[src/sv/glsp_pkg.sv]
// Package for the 3D Lee maze router: command codes, controller states,
// datapath operations, neighbor directions and the controller/datapath structs.
// No dependencies.
`default_nettype none

package glsp_pkg;

   localparam int GRID_SIDE_DEF = 16;
   localparam int COORD_W       = 5;
   localparam int CMD_W         = 2;
   localparam int PATH_CELLS_W  = 13;
   localparam logic [COORD_W-1:0] GSIZE_RESET = 5'd16;

   typedef enum logic [CMD_W-1:0] {
      CMD_CLEAR  = 2'd0,
      CMD_MARK   = 2'd1,
      CMD_SEARCH = 2'd2,
      CMD_READ   = 2'd3
   } cmd_type;

   typedef enum logic [4:0] {
      ST_INIT_CLR,
      ST_IDLE,
      ST_DISPATCH,
      ST_CLR,
      ST_MARK,
      ST_SRCH_START,
      ST_DCLR,
      ST_SEED,
      ST_POP,
      ST_POP_WAIT,
      ST_NB_RD,
      ST_NB_CHK,
      ST_TGT_RD,
      ST_TGT_CHK,
      ST_TB_RD,
      ST_TB_CHK,
      ST_PATH_RD,
      ST_PATH_LATCH,
      ST_DONE
   } state_type;

   typedef enum logic [4:0] {
      OP_NONE,
      OP_LATCH,
      OP_SWEEP_BLK,
      OP_SWEEP_DIST,
      OP_MARK,
      OP_SEARCH_START,
      OP_SEED,
      OP_POP,
      OP_POP_LATCH,
      OP_NB_RD,
      OP_NB_CHK,
      OP_TGT_RD,
      OP_TGT_CHK,
      OP_TB_RD,
      OP_TB_CHK,
      OP_PATH_LATCH,
      OP_EMIT
   } op_type;

   typedef enum logic [2:0] {
      DIR_LVL_DN,
      DIR_ROW_DN,
      DIR_ROW_UP,
      DIR_COL_DN,
      DIR_COL_UP,
      DIR_LVL_UP
   } dir_type;

   // wave order: same-level neighbors, then level below and above
   localparam dir_type WAVE_DIR [6] = '{DIR_ROW_DN, DIR_ROW_UP, DIR_COL_DN,
                                        DIR_COL_UP, DIR_LVL_DN, DIR_LVL_UP};
   // trace-back order: lower level, horizontal, upper level
   localparam dir_type BACK_DIR [6] = '{DIR_LVL_DN, DIR_ROW_DN, DIR_COL_DN,
                                        DIR_COL_UP, DIR_ROW_UP, DIR_LVL_UP};

   typedef struct packed {
      op_type op;
   } ctrl_type;

   typedef struct packed {
      cmd_type cmd;
      logic    sweep_last;
      logic    in_range;
      logic    q_empty;
      logic    nb_inside;
      logic    nb_open;
      logic    k_last;
      logic    tgt_reached;
      logic    tb_done;
      logic    nb_match;
      logic    rd_avail;
      logic    out_free;
   } stat_type;

endpackage

`default_nettype wire

[src/sv/glsp_ctrl.sv]
// Controller state machine of the 3D Lee maze router: sequences sweeps, wave
// expansion, trace-back and reads. Depends on glsp_pkg.
`default_nettype none

module glsp_ctrl (
   input  wire logic               clock,
   input  wire logic               reset,
   input  wire logic               req_valid,
   output logic                    req_ready,
   output glsp_pkg::ctrl_type      ctrl,
   input  wire glsp_pkg::stat_type stat
);

   glsp_pkg::state_type state_ff, state_in;

   // advance state
   always_ff @(posedge clock) begin
      if (reset) begin
         state_ff <= glsp_pkg::ST_INIT_CLR;
      end else begin
         state_ff <= state_in;
      end
   end

   // next state
   always_comb begin
      state_in = state_ff;
      case (state_ff)
         glsp_pkg::ST_INIT_CLR: begin
            if (stat.sweep_last) state_in = glsp_pkg::ST_IDLE;
         end
         glsp_pkg::ST_IDLE: begin
            if (req_valid) state_in = glsp_pkg::ST_DISPATCH;
         end
         glsp_pkg::ST_DISPATCH: begin
            case (stat.cmd)
               glsp_pkg::CMD_CLEAR:  state_in = glsp_pkg::ST_CLR;
               glsp_pkg::CMD_MARK:   state_in = glsp_pkg::ST_MARK;
               glsp_pkg::CMD_SEARCH: state_in = glsp_pkg::ST_SRCH_START;
               default: begin
                  state_in = stat.rd_avail ? glsp_pkg::ST_PATH_RD : glsp_pkg::ST_DONE;
               end
            endcase
         end
         glsp_pkg::ST_CLR: begin
            if (stat.sweep_last) state_in = glsp_pkg::ST_DONE;
         end
         glsp_pkg::ST_MARK: state_in = glsp_pkg::ST_DONE;
         glsp_pkg::ST_SRCH_START: begin
            state_in = stat.in_range ? glsp_pkg::ST_DCLR : glsp_pkg::ST_DONE;
         end
         glsp_pkg::ST_DCLR: begin
            if (stat.sweep_last) state_in = glsp_pkg::ST_SEED;
         end
         glsp_pkg::ST_SEED: state_in = glsp_pkg::ST_POP;
         glsp_pkg::ST_POP: begin
            state_in = stat.q_empty ? glsp_pkg::ST_TGT_RD : glsp_pkg::ST_POP_WAIT;
         end
         glsp_pkg::ST_POP_WAIT: state_in = glsp_pkg::ST_NB_RD;
         glsp_pkg::ST_NB_RD: begin
            if (stat.nb_inside) state_in = glsp_pkg::ST_NB_CHK;
            else if (stat.k_last) state_in = glsp_pkg::ST_POP;
         end
         glsp_pkg::ST_NB_CHK: begin
            state_in = stat.k_last ? glsp_pkg::ST_POP : glsp_pkg::ST_NB_RD;
         end
         glsp_pkg::ST_TGT_RD: state_in = glsp_pkg::ST_TGT_CHK;
         glsp_pkg::ST_TGT_CHK: begin
            state_in = stat.tgt_reached ? glsp_pkg::ST_TB_RD : glsp_pkg::ST_DONE;
         end
         glsp_pkg::ST_TB_RD: begin
            if (stat.tb_done) state_in = glsp_pkg::ST_DONE;
            else if (stat.nb_inside) state_in = glsp_pkg::ST_TB_CHK;
            else if (stat.k_last) state_in = glsp_pkg::ST_DONE;
         end
         glsp_pkg::ST_TB_CHK: begin
            if (stat.nb_match) state_in = glsp_pkg::ST_TB_RD;
            else if (stat.k_last) state_in = glsp_pkg::ST_DONE;
            else state_in = glsp_pkg::ST_TB_RD;
         end
         glsp_pkg::ST_PATH_RD: state_in = glsp_pkg::ST_PATH_LATCH;
         glsp_pkg::ST_PATH_LATCH: state_in = glsp_pkg::ST_DONE;
         glsp_pkg::ST_DONE: begin
            if (stat.out_free) state_in = glsp_pkg::ST_IDLE;
         end
         default: state_in = glsp_pkg::ST_IDLE;
      endcase
   end

   // drive datapath operation and handshake
   always_comb begin
      req_ready = 1'b0;
      ctrl.op   = glsp_pkg::OP_NONE;
      case (state_ff)
         glsp_pkg::ST_INIT_CLR: ctrl.op = glsp_pkg::OP_SWEEP_BLK;
         glsp_pkg::ST_IDLE: begin
            req_ready = 1'b1;
            if (req_valid) ctrl.op = glsp_pkg::OP_LATCH;
         end
         glsp_pkg::ST_CLR:        ctrl.op = glsp_pkg::OP_SWEEP_BLK;
         glsp_pkg::ST_MARK:       ctrl.op = glsp_pkg::OP_MARK;
         glsp_pkg::ST_SRCH_START: ctrl.op = glsp_pkg::OP_SEARCH_START;
         glsp_pkg::ST_DCLR:       ctrl.op = glsp_pkg::OP_SWEEP_DIST;
         glsp_pkg::ST_SEED:       ctrl.op = glsp_pkg::OP_SEED;
         glsp_pkg::ST_POP: begin
            if (!stat.q_empty) ctrl.op = glsp_pkg::OP_POP;
         end
         glsp_pkg::ST_POP_WAIT:   ctrl.op = glsp_pkg::OP_POP_LATCH;
         glsp_pkg::ST_NB_RD:      ctrl.op = glsp_pkg::OP_NB_RD;
         glsp_pkg::ST_NB_CHK:     ctrl.op = glsp_pkg::OP_NB_CHK;
         glsp_pkg::ST_TGT_RD:     ctrl.op = glsp_pkg::OP_TGT_RD;
         glsp_pkg::ST_TGT_CHK:    ctrl.op = glsp_pkg::OP_TGT_CHK;
         glsp_pkg::ST_TB_RD:      ctrl.op = glsp_pkg::OP_TB_RD;
         glsp_pkg::ST_TB_CHK:     ctrl.op = glsp_pkg::OP_TB_CHK;
         glsp_pkg::ST_PATH_LATCH: ctrl.op = glsp_pkg::OP_PATH_LATCH;
         glsp_pkg::ST_DONE: begin
            if (stat.out_free) ctrl.op = glsp_pkg::OP_EMIT;
         end
         default: ctrl.op = glsp_pkg::OP_NONE;
      endcase
   end

endmodule

`default_nettype wire

[config.mk]
export PLATFORM = sky130hd
export DESIGN_NAME = glsp_ctrl
export DESIGN_NICKNAME = d
export VERILOG_FILES = /design/src/sv/glsp_pkg.sv /design/src/sv/glsp_ctrl.sv
export SDC_FILE = /design/constraint.sdc
export NUM_CORES = 1
export LEC_CHECK = 0
export BUFFER_PORTS_ARGS = -buffer_cell sky130_fd_sc_hd__buf_2
export CORE_MARGIN = 2
export CORE_UTILIZATION = 45
export DETAILED_ROUTE_END_ITERATION = 16
export GPL_TIMING_DRIVEN = 0
export PLACE_DENSITY = 0.77
export SLEW_MARGIN = 20
export SYNTH_ARGS = -nofsm -noshare
export SYNTH_HDL_FRONTEND = slang
export SYNTH_SLANG_ARGS = --single-unit
[constraint.sdc]
create_clock -name clock -period 2.5 [get_ports clock]
set_clock_uncertainty 0.15 [all_clocks]
set_input_delay 0.5 -clock clock [delete_from_list [all_inputs] [get_ports clock]]
set_output_delay 0.5 -clock clock [all_outputs]
set_load 0.05 [all_outputs]
* Word level (Yosys, flattened, before mapping)
Index checks and enable logic that the tools add are counted.
** Word-level totals
- Memory bits (read-only) :: 0
- Memories kept :: 0
- Bits in writable memories :: 0
- Latch bits :: 0
- Bits in registers :: 5
** Operators by class
- Eq/ne operators :: 27
- Order comparisons :: 0
- Reduce and logical (&&, ||, !) cells :: 5
- Shifts and indexed selects :: 0
- Add/sub/neg operators :: 0
- Divide/modulo/power cells :: 0
- Mux-type cells :: 24
- Multiply operators :: 0
- Bitwise logic cells :: 0
** Operators with widths (number)
- one-hot mux 5 bit (18 select lines) :: 1
- one-hot mux 5 bit (16 select lines) :: 1
- two-way mux 5 bit :: 15
- == test 5 x 4 -> 1 bit (second input constant) :: 8
- == test 5 x 3 -> 1 bit (second input constant) :: 4
- == test 5 bit (second input constant) :: 3
- one-hot mux 5 bit (3 select lines) :: 1
- == test 5 x 2 -> 1 bit (second input constant) :: 2
- inequality test 2 bit (second input constant) :: 5
- AND reduction 7 bit :: 1
- two-way mux 3 bit :: 2
- == test 5 x 1 -> 1 bit (second input constant) :: 1
- zero test 5 bit :: 1
- two-way mux 2 bit :: 2
- inequality test 4 bit (second input constant) :: 1
- OR reduction 2 bit :: 2
- inequality test 3 bit (second input constant) :: 1
- == test 2 x 1 -> 1 bit (second input constant) :: 1
- == test 2 bit (second input constant) :: 1
- zero test 2 bit :: 1
- two-way mux 1 bit :: 2

* Logic depth before layout (Yosys ltp)
Gate-level depths: netlist of run 1.
- Depth after elaboration :: 4
- Gate-level depth with buffers :: 8

* Worst setup path after synthesis of run 1
Ideal clock, no wire load.
- Kind :: reg-to-output
- From :: register state_ff[3]
- To :: output port ctrl[2] in the netlist's numbering
- Data arrival time :: 2.314 ns
- Data required time :: 1.850 ns
- Path slack :: -0.464 ns
- Cell stages (with the launch flop) :: 5
- Cells stage by stage :: dfxtp_1 -> clkbuf_1 -> buf_1 -> a21oi_1 -> o32ai_1
** RTL lines
- start: declaration :: RTL line glsp_ctrl.sv:14 : glsp_pkg::state_type state_ff, state_in;
- start signal: assignment :: RTL line glsp_ctrl.sv:19 : state_ff <= glsp_pkg::ST_INIT_CLR;
- start signal: assignment :: RTL line glsp_ctrl.sv:21 : state_ff <= state_in;
- end: declaration :: RTL line glsp_ctrl.sv:10 : output glsp_pkg::ctrl_type ctrl,

==> results of run 1 <==
[cell usage in the layout (no fill, tap or decap), types with 3 or more instances in the layout]
cell                        n
sky130_fd_sc_hd__o21ai_0    8
sky130_fd_sc_hd__nor2b_1    4
sky130_fd_sc_hd__buf_4      5
sky130_fd_sc_hd__mux2_2     3
sky130_fd_sc_hd__nand2_1   11
sky130_fd_sc_hd__buf_6      4
sky130_fd_sc_hd__nor2_1    10
sky130_fd_sc_hd__nor3_1     4
sky130_fd_sc_hd__buf_2     19
sky130_fd_sc_hd__nand3_1    5
sky130_fd_sc_hd__nand2b_1   3
sky130_fd_sc_hd__inv_1      7
sky130_fd_sc_hd__a21oi_1   15
sky130_fd_sc_hd__clkbuf_4   6
sky130_fd_sc_hd__dfxtp_1    3
sky130_fd_sc_hd__ha_1       3
[logic make-up (layout without fill, tap and decap cells)]
logic type | Yosys count | count (layout) | share of synthesized area (%)
xor gates and xnor gates | 1 | 1 | 1.05
and+or+nand+nor | 48 | 48 | 30.1
buffers and inverters | 18 | 42 | 10.1
AOI/OAI and AO/OA | 44 | 44 | 35.7
DFF | 5 | 5 | 12.0
adders and majority gates | 3 | 3 | 4.52
muxes | 5 | 5 | 6.48
[repair_timing]
item	in CTS	in global routing
buffers inserted	0	0
setup endpoints to repair	5	4
hold buffers	0	0
pin swaps	0	1
gates cloned	0	0
resized for setup	9	19
[area by class of cell]
cell class | count | share of cell area (%)
inverter | 7 | 2.47
sequential | 5 | 9.65
clock buffer | 4 | 2.47
buffer | 11 | 8.00
multi-input combinational | 101 | 63.6
timing repair buffer | 20 | 10.8
tap | 25 | 2.94
[where the power goes]
group	internal, uW	leakage [uW]	total, uW	switching, uW
sequential	95.3	0.0000417	107	11.5
clock	60.7	0.0000150	99.5	38.8
combinational	282	0.000391	670	388
[Yosys cell counts]
master                       n
sky130_fd_sc_hd__or3_4       2
sky130_fd_sc_hd__clkbuf_1    3
sky130_fd_sc_hd__a311oi_1    1
sky130_fd_sc_hd__nand4b_1    1
sky130_fd_sc_hd__a32oi_1     2
sky130_fd_sc_hd__and2_1      1
sky130_fd_sc_hd__a211oi_1    1
sky130_fd_sc_hd__nor2_1     11
sky130_fd_sc_hd__and4_1      1
sky130_fd_sc_hd__dfxtp_1     5
sky130_fd_sc_hd__o22ai_1     1
sky130_fd_sc_hd__o31ai_1     1
sky130_fd_sc_hd__xnor2_1     1
sky130_fd_sc_hd__a21oi_1    15
sky130_fd_sc_hd__nor2b_1     4
sky130_fd_sc_hd__o21ai_0    10
sky130_fd_sc_hd__a31o_2      2
sky130_fd_sc_hd__buf_1       2
sky130_fd_sc_hd__inv_1       7
sky130_fd_sc_hd__buf_2       4
sky130_fd_sc_hd__and3_1      2
sky130_fd_sc_hd__mux2_2      3
sky130_fd_sc_hd__o2bb2ai_1   1
sky130_fd_sc_hd__ha_1        3
sky130_fd_sc_hd__o211ai_1    2
sky130_fd_sc_hd__a31oi_1     2
sky130_fd_sc_hd__a22oi_1     1
sky130_fd_sc_hd__nor3_1      4
sky130_fd_sc_hd__buf_6       1
sky130_fd_sc_hd__mux2i_1     2
sky130_fd_sc_hd__a221oi_1    1
sky130_fd_sc_hd__o32ai_1     3
sky130_fd_sc_hd__and2b_1     1
sky130_fd_sc_hd__nand3_1     5
sky130_fd_sc_hd__nor4_1      2
sky130_fd_sc_hd__nand2b_1    3
sky130_fd_sc_hd__nand2_1    11
sky130_fd_sc_hd__buf_4       1
sky130_fd_sc_hd__a2111oi_4   1
[routing by layer]
metal | up-vias | wire length, um | part of all wire [%] | global-route usage (%)
met5 | - | 0 | 0 | 0
met4 | 0 | 121 | 4.6 | 13.9
met3 | 18 | 266 | 10 | 4.23
met2 | 79 | 1230 | 46 | 40.3
met1 | 484 | 1030 | 39 | 36.7
li1 | 507 | - | - | -
[worst paths after layout]
path	depth (start not counted)	to	slack [ns]
max	7	ctrl[0]	0.09
max reg2reg	6	state_ff[1]	0.38
min	2	state_ff[3]	0.32
min reg2reg	3	state_ff[3]	0.51
[through the flow]
step / setup WS, ns / instance area [um^2] / util [%] / total power [uW] / hold WS, ns
detailed placement: -0.138 / 983 / 57.0 / 719 / 0.556
finish: 0.0862 / 1060 / 61.6 / 877 / 0.324
global route: -0.0335 / 1060 / 61.6 / 939 / 0.332
floorplan: 0.0234 / 852 / - / 599 / 0.419
CTS: 0.00112 / 1030 / 59.4 / 823 / 0.327
global placement: -0.148 / 983 / 57.0 / 706 / 0.542
==> load_flow_metrics.sql, run 1 <==
INSERT INTO impl_metrics (metric_group, metric, value, unit) VALUES
('timing', 'min_period_over_period', '96.6', '%'),
('detailed_routing', 'first_iter_violations', '50', ''),
('logic_synthesis', 'ys_seq_elements', '5', ''),
('floorplanning', 'fp.dieW', '47.0', 'um'),
('detailed_routing', 'vias_per_cell', '6.29', ''),
('clocking', 'reg_clk_slew_reported_paths', '0.05', 'ns'),
('clocking', 'tritoncts_num_sinks', '5', ''),
('placement', 'placedCellCount', '169', ''),
('worst_setup_path', 'critical_path.cell_chain', 'buf_2 > clkbuf_4 > a21oi_1 > nor3_1 > a21oi_1 > o31ai_4 > buf_4', ''),
('worst_setup_path', 'worst_setup_path_end_kind', 'output pin', ''),
('clocking', 'tritoncts_clock_tree', 'built', ''),
('power', 'power-per-cell-area', '824', 'nW/um^2'),
('power', 'max-vdd-ir-drop', '0.000402', 'V'),
('timing', 'report.final.slew_viol_count', '0', ''),
('worst_setup_path', 'cp.required', '1.85', 'ns'),
('cells_and_area', 'regMostFlops', 'state_ff', ''),
('timing', 'worst_slew_pin_slew', '0.434', 'ns'),
('hold_path', 'hp-start', 'reset', ''),
('cells_and_area', 'layout_top_registers', 'state_ff: 5 flops', ''),
('cells_and_area', 'num-nets-final', '168', ''),
('clocking', 'cts_made_buffers', '3', ''),
('floorplanning', 'floorplan.die.height', '47.0', 'um'),
('clocking', 'insertion_delay', '0.25', 'ns'),
('placement', 'post-dp-hpwl', '1900', 'um'),
('placement', 'io_buffers', '20', ''),
('global_route', 'largest_net_degree_at_the_start_of_global_routing', '11', ''),
('floorplanning', 'die-area', '2210', 'um^2'),
('hold_path', 'hold_class', 'in2reg', ''),
('timing', 'achievable-frequency', '414', 'MHz'),
('worst_setup_path', 'timing.critical_path.slowest_cell_delay', '0.32', 'ns'),
('worst_setup_path', 'worstPathArrival', '1.76', 'ns'),
('global_route', 'grtUsageTotal', '26.8', '%'),
('global_route', 'number_of_global_route_vias_before_repair', '917', ''),
('floorplanning', 'initial_util', '48.1', '%'),
('worst_setup_path', 'critPathMostFrequentCell', 'sky130_fd_sc_hd__a21oi_1', ''),
('detailed_routing', 'route.vias.total', '1088', ''),
('worst_setup_path', 'critical_path.startpoint', 'state_ff[2]', ''),
('logic_synthesis', 'synth.distinct_cells', '39', ''),
('timing', 'setup_tns', '0', 'ns'),
('global_route', 'initial_antenna_violation_count', '0', ''),
('worst_setup_path', 'cp_max_fo', '10', ''),
('cells_and_area', 'layout-drive-gt1-share', '32.4', '%'),
('logic_synthesis', 'yosys_warnings', '0', ''),
('worst_setup_path', 'critical-path-top-delay-family', 'buffers and inverters', ''),
('floorplanning', 'top_level_ports', '22', ''),
('cells_and_area', 'layout.filler_cells', '175', ''),
('timing', 'setup_viol', '0', ''),
('cells_and_area', 'antenna_cells', '0', ''),
('floorplanning', 'fp-row-count', '15', ''),
('logic_synthesis', 'mappedNetlistNets', '143', ''),
('clocking', 'cts-htree-levels', '1', ''),
('run_status', 'run_status', 'complete, no violations', ''),
('global_route', 'grt_pass1_wl', '4170', 'um'),
('clocking', 'cts_root_buffer', 'sky130_fd_sc_hd__clkbuf_4', ''),
('global_route', 'overflow', '0', ''),
('worst_setup_path', 'setup.worst_path.start_class', 'flip-flop', ''),
('detailed_routing', 'antenna_left', '0', ''),
('logic_synthesis', 'synth_top_area_share', '12.0', '%'),
('placement', 'place_congestion', '0.937', ''),
('cells_and_area', 'largest_register_ff_count', '5', ''),
('worst_setup_path', 'worst-setup-path-type', 'reg2out', ''),
('logic_synthesis', 'netlist_top_cells_area', 'sky130_fd_sc_hd__dfxtp_1 12%, sky130_fd_sc_hd__a21oi_1 9.0%, sky130_fd_sc_hd__o21ai_0 6.0%, sky130_fd_sc_hd__nand2_1 5.0%, sky130_fd_sc_hd__nor2_1 5.0%', ''),
('flow_run', 'drv.max_cap_violation_count', '0', ''),
('power', 'total_leakage_power', '0.000447', 'uW'),
('timing', 'hold_viol_final', '0', ''),
('worst_setup_path', 'reg2reg_from', 'state_ff[1]', ''),
('detailed_routing', 'route.final.wire_length', '2650', 'um'),
('cells_and_area', 'syn2layout_area_growth', '28.0', '%'),
('timing', 'maxSlewHeadroom', '70.8', '%'),
('floorplanning', 'coreArea', '1730', 'um^2'),
('detailed_routing', 'drc', '0', '');
Note: power is estimated with default switching activity, not from simulation.
==> inputs of run 2 (changes only) <==
--- a/config.mk
+++ b/config.mk
@@ -9,7 +9,6 @@
 export CORE_MARGIN = 2
 export CORE_UTILIZATION = 45
 export DETAILED_ROUTE_END_ITERATION = 16
-export GPL_TIMING_DRIVEN = 0
 export PLACE_DENSITY = 0.77
 export SLEW_MARGIN = 20
 export SYNTH_ARGS = -nofsm -noshare
==> load_flow_metrics.sql, run 2 (synthesis results as in run 1) <==
INSERT INTO impl_metrics (metric_group, metric, value, unit) VALUES
('placement', 'post_dp_cell_area', '1010', 'um^2'),
('global_route', 'globalRoute.busiestLayer', 'met2', ''),
('worst_setup_path', 'setup.worst_path.start_class', 'flip-flop', ''),
('detailed_routing', 'drc', '0', ''),
('global_route', 'fraction_of_met3_tracks_used_by_global_routing', '5.00', '%'),
('global_route', 'global_route.usage.met2', '38.6', '%'),
('hold_path', 'min_delay_worst_endpoint', 'state_ff[2]', ''),
('cells_and_area', 'syn2layout_area_growth', '25.0', '%'),
('cells_and_area', 'fin_cells', '173', ''),
('detailed_routing', 'vias_per_cell', '5.73', ''),
('detailed_routing', 'antenna_left', '0', ''),
('worst_setup_path', 'critical_path.startpoint', 'state_ff[1]', ''),
('worst_setup_path', 'cp.required', '1.85', 'ns'),
('power', 'power-per-cell-area', '780', 'nW/um^2'),
('worst_setup_path', 'reg2reg_from', 'state_ff[1]', ''),
('cells_and_area', 'layout_top_registers', 'state_ff: 5 flops', ''),
('worst_setup_path', 'cp_max_fo', '10', ''),
('clocking', 'tritoncts_clock_tree', 'built', ''),
('floorplanning', 'coreArea', '1730', 'um^2'),
('clocking', 'cts_made_buffers', '3', ''),
('cells_and_area', 'regMostFlops', 'state_ff', ''),
('hold_path', 'hold_class', 'in2reg', ''),
('worst_setup_path', 'worst-setup-path-type', 'reg2out', ''),
('global_route', 'grtUsageMet1', '28.8', '%'),
('placement', 'post-dp-hpwl', '1770', 'um'),
('hold_path', 'hold-path-cell-count', '2', ''),
('detailed_routing', 'first_iter_violations', '16', ''),
('clocking', 'cts-htree-levels', '1', ''),
('placement', 'pre_cts_ws', '0.239', 'ns'),
('global_route', 'number_of_global_route_vias_before_repair', '875', ''),
('timing', 'maxSlewHeadroom', '73.9', '%'),
('detailed_routing', 'route.final.wire_length', '2210', 'um'),
('global_route', 'largest_net_degree_at_the_start_of_global_routing', '21', ''),
('worst_setup_path', 'cpMaxStageDelayCell', 'sky130_fd_sc_hd__dfxtp_1', ''),
('worst_setup_path', 'timing.critical_path.buf_inv', '1', ''),
('floorplanning', 'fp-row-count', '15', ''),
('clocking', 'reg_clk_slew_reported_paths', '0.04', 'ns'),
('timing', 'setup_viol', '0', ''),
('floorplanning', 'top_level_ports', '22', ''),
('hold_path', 'hp-start', 'reset', ''),
('cells_and_area', 'antenna_cells', '0', ''),
('detailed_routing', 'dr.pass1.iters', '4', ''),
('cells_and_area', 'postLayoutCellArea', '1040', 'um^2'),
('floorplanning', 'initial_util', '48.1', '%'),
('worst_setup_path', 'worstReg2RegEnd', 'state_ff[1]', ''),
('detailed_routing', 'route.vias.total', '992', ''),
('power', 'max-vdd-ir-drop', '0.000379', 'V'),
('timing', 'setup_tns', '0', 'ns'),
('timing', 'report.final.slew_viol_count', '0', ''),
('global_route', 'overflow', '0', ''),
('run_status', 'run_status', 'complete, no violations', ''),
('cells_and_area', 'layout_common_cells', '20 x sky130_fd_sc_hd__buf_2, 15 x sky130_fd_sc_hd__a21oi_1, 11 x sky130_fd_sc_hd__nor2_1, 11 x sky130_fd_sc_hd__nand2_1, 11 x sky130_fd_sc_hd__buf_4', ''),
('clocking', 'tritoncts_num_sinks', '5', ''),
('cells_and_area', 'mostFrequentLayoutCell', 'sky130_fd_sc_hd__buf_2', ''),
('placement', 'io_buffers', '20', ''),
('worst_setup_path', 'worstPathArrival', '1.71', 'ns'),
('clocking', 'ctsLongestPathBuffers', '2', ''),
('worst_setup_path', 'critical-path-top-delay-family', 'flip-flops', ''),
('global_route', 'initial_antenna_violation_count', '0', ''),
('timing', 'min_period_over_period', '94.4', '%'),
('placement', 'place_congestion', '0.917', ''),
('timing', 'rsz0062_at_grt', 'false', ''),
('worst_setup_path', 'critical_path.cell_chain', 'nor2_1 > mux2_2 > a221oi_1 > o21ai_1 > buf_2', ''),
('clocking', 'insertion_delay', '0.24', 'ns'),
('global_route', 'grt_pass1_wl', '3630', 'um'),
('floorplanning', 'fp.dieW', '47.0', 'um'),
('clocking', 'cts_root_buffer', 'sky130_fd_sc_hd__clkbuf_4', ''),
('power', 'total_leakage_power', '0.000441', 'uW'),
('timing', 'worst_slew_pin_slew', '0.388', 'ns'),
('timing', 'achievable-frequency', '424', 'MHz'),
('global_route', 'grtUsageTotal', '22.3', '%'),
('cells_and_area', 'layout-drive-gt1-share', '31.8', '%'),
('timing', 'hold_viol_final', '0', ''),
('placement', 'placedCellCount', '169', ''),
('worst_setup_path', 'rrSetupSlack', '0.29', 'ns'),
('floorplanning', 'die-area', '2210', 'um^2'),
('flow_run', 'drv.max_cap_violation_count', '0', ''),
('cells_and_area', 'num-nets-final', '168', ''),
('floorplanning', 'floorplan.die.height', '47.0', 'um'),
('timing', 'final.min_clock_period', '2.36', 'ns'),
('cells_and_area', 'largest_register_ff_count', '5', ''),
('worst_setup_path', 'worst_setup_path_end_kind', 'output pin', ''),
('worst_setup_path', 'reg2reg_path_depth', '6', ''),
('worst_setup_path', 'timing.critical_path.slowest_cell_delay', '0.51', 'ns'),
('timing', 'finalWorstSetupSlack', '0.141', 'ns'),
('detailed_routing', 'average_routed_wire_per_standard_cell', '12.8', 'um');
## run 2: cell types whose count changed in the layout (fill, tap and decap cells not counted), sizes merged
| cell | delta |
|---|---|
| buf | +3 |
| clkbuf | -3 |
## run 2: worst max path at each step
stage / to / slack (ns) / cells past startpoint
CTS: ctrl[1] / 0.009 / 4
finish: ctrl[1] / 0.14 / 5
global route: ctrl[1] / 0.02 / 5
floorplan: ctrl[2] / 0.02 / 4
global placement: ctrl[2] / 0.26 / 5
detailed placement: ctrl[2] / 0.24 / 5
## run 2: per-stage QoR
stage                     power, uW  hold slack (ns)  utilization (%)
after detailed placement        713            0.460             58.4
after global routing            876            0.330             60.1
after CTS                       809            0.326             60.0
after global placement          706            0.455             58.4
final                           810            0.331             60.1
after floorplan                 599            0.419                -
## run 2: report_power, final
group	total [uW]	leakage, uW	internal [uW]	switching, uW
sequential	143	0.0000420	97.7	44.9
combinational	576	0.000384	251	325
clock	90.9	0.0000150	60.2	30.7
total	810	0.000441	409	401
## run 2: worst reg2reg max path, stage by stage (launching register included)
cell and delay [ns]:
sky130_fd_sc_hd__dfxtp_1 0.51, sky130_fd_sc_hd__and2b_1 0.25, sky130_fd_sc_hd__or3_4 0.34, sky130_fd_sc_hd__a2111oi_4 0.38
sky130_fd_sc_hd__or3_4 0.21, sky130_fd_sc_hd__mux2i_1 0.21, sky130_fd_sc_hd__nor2_1 0.05
## run 2: timing repair
action / CTS / global route
endpoints found under the setup margin: 1 / 2
setup buffers: 0 / 0
resized for setup: 1 / 2
hold buffers: 0 / 0
## run 2: final cells by class
cell class	instances	area, um^2
tap	25	31.3
multi-input combinational	101	668
clock buffer	4	26.3
timing repair buffer	31	183
sequential	5	104
inverter	7	26.3
fill	194	688
## run 2: per-layer routing
layer  share of wire, %  routed length (um)
met1                 46                1010
met3                3.8                  85
met4               0.95                  21
met5                  0                   0
met2                 49                1100
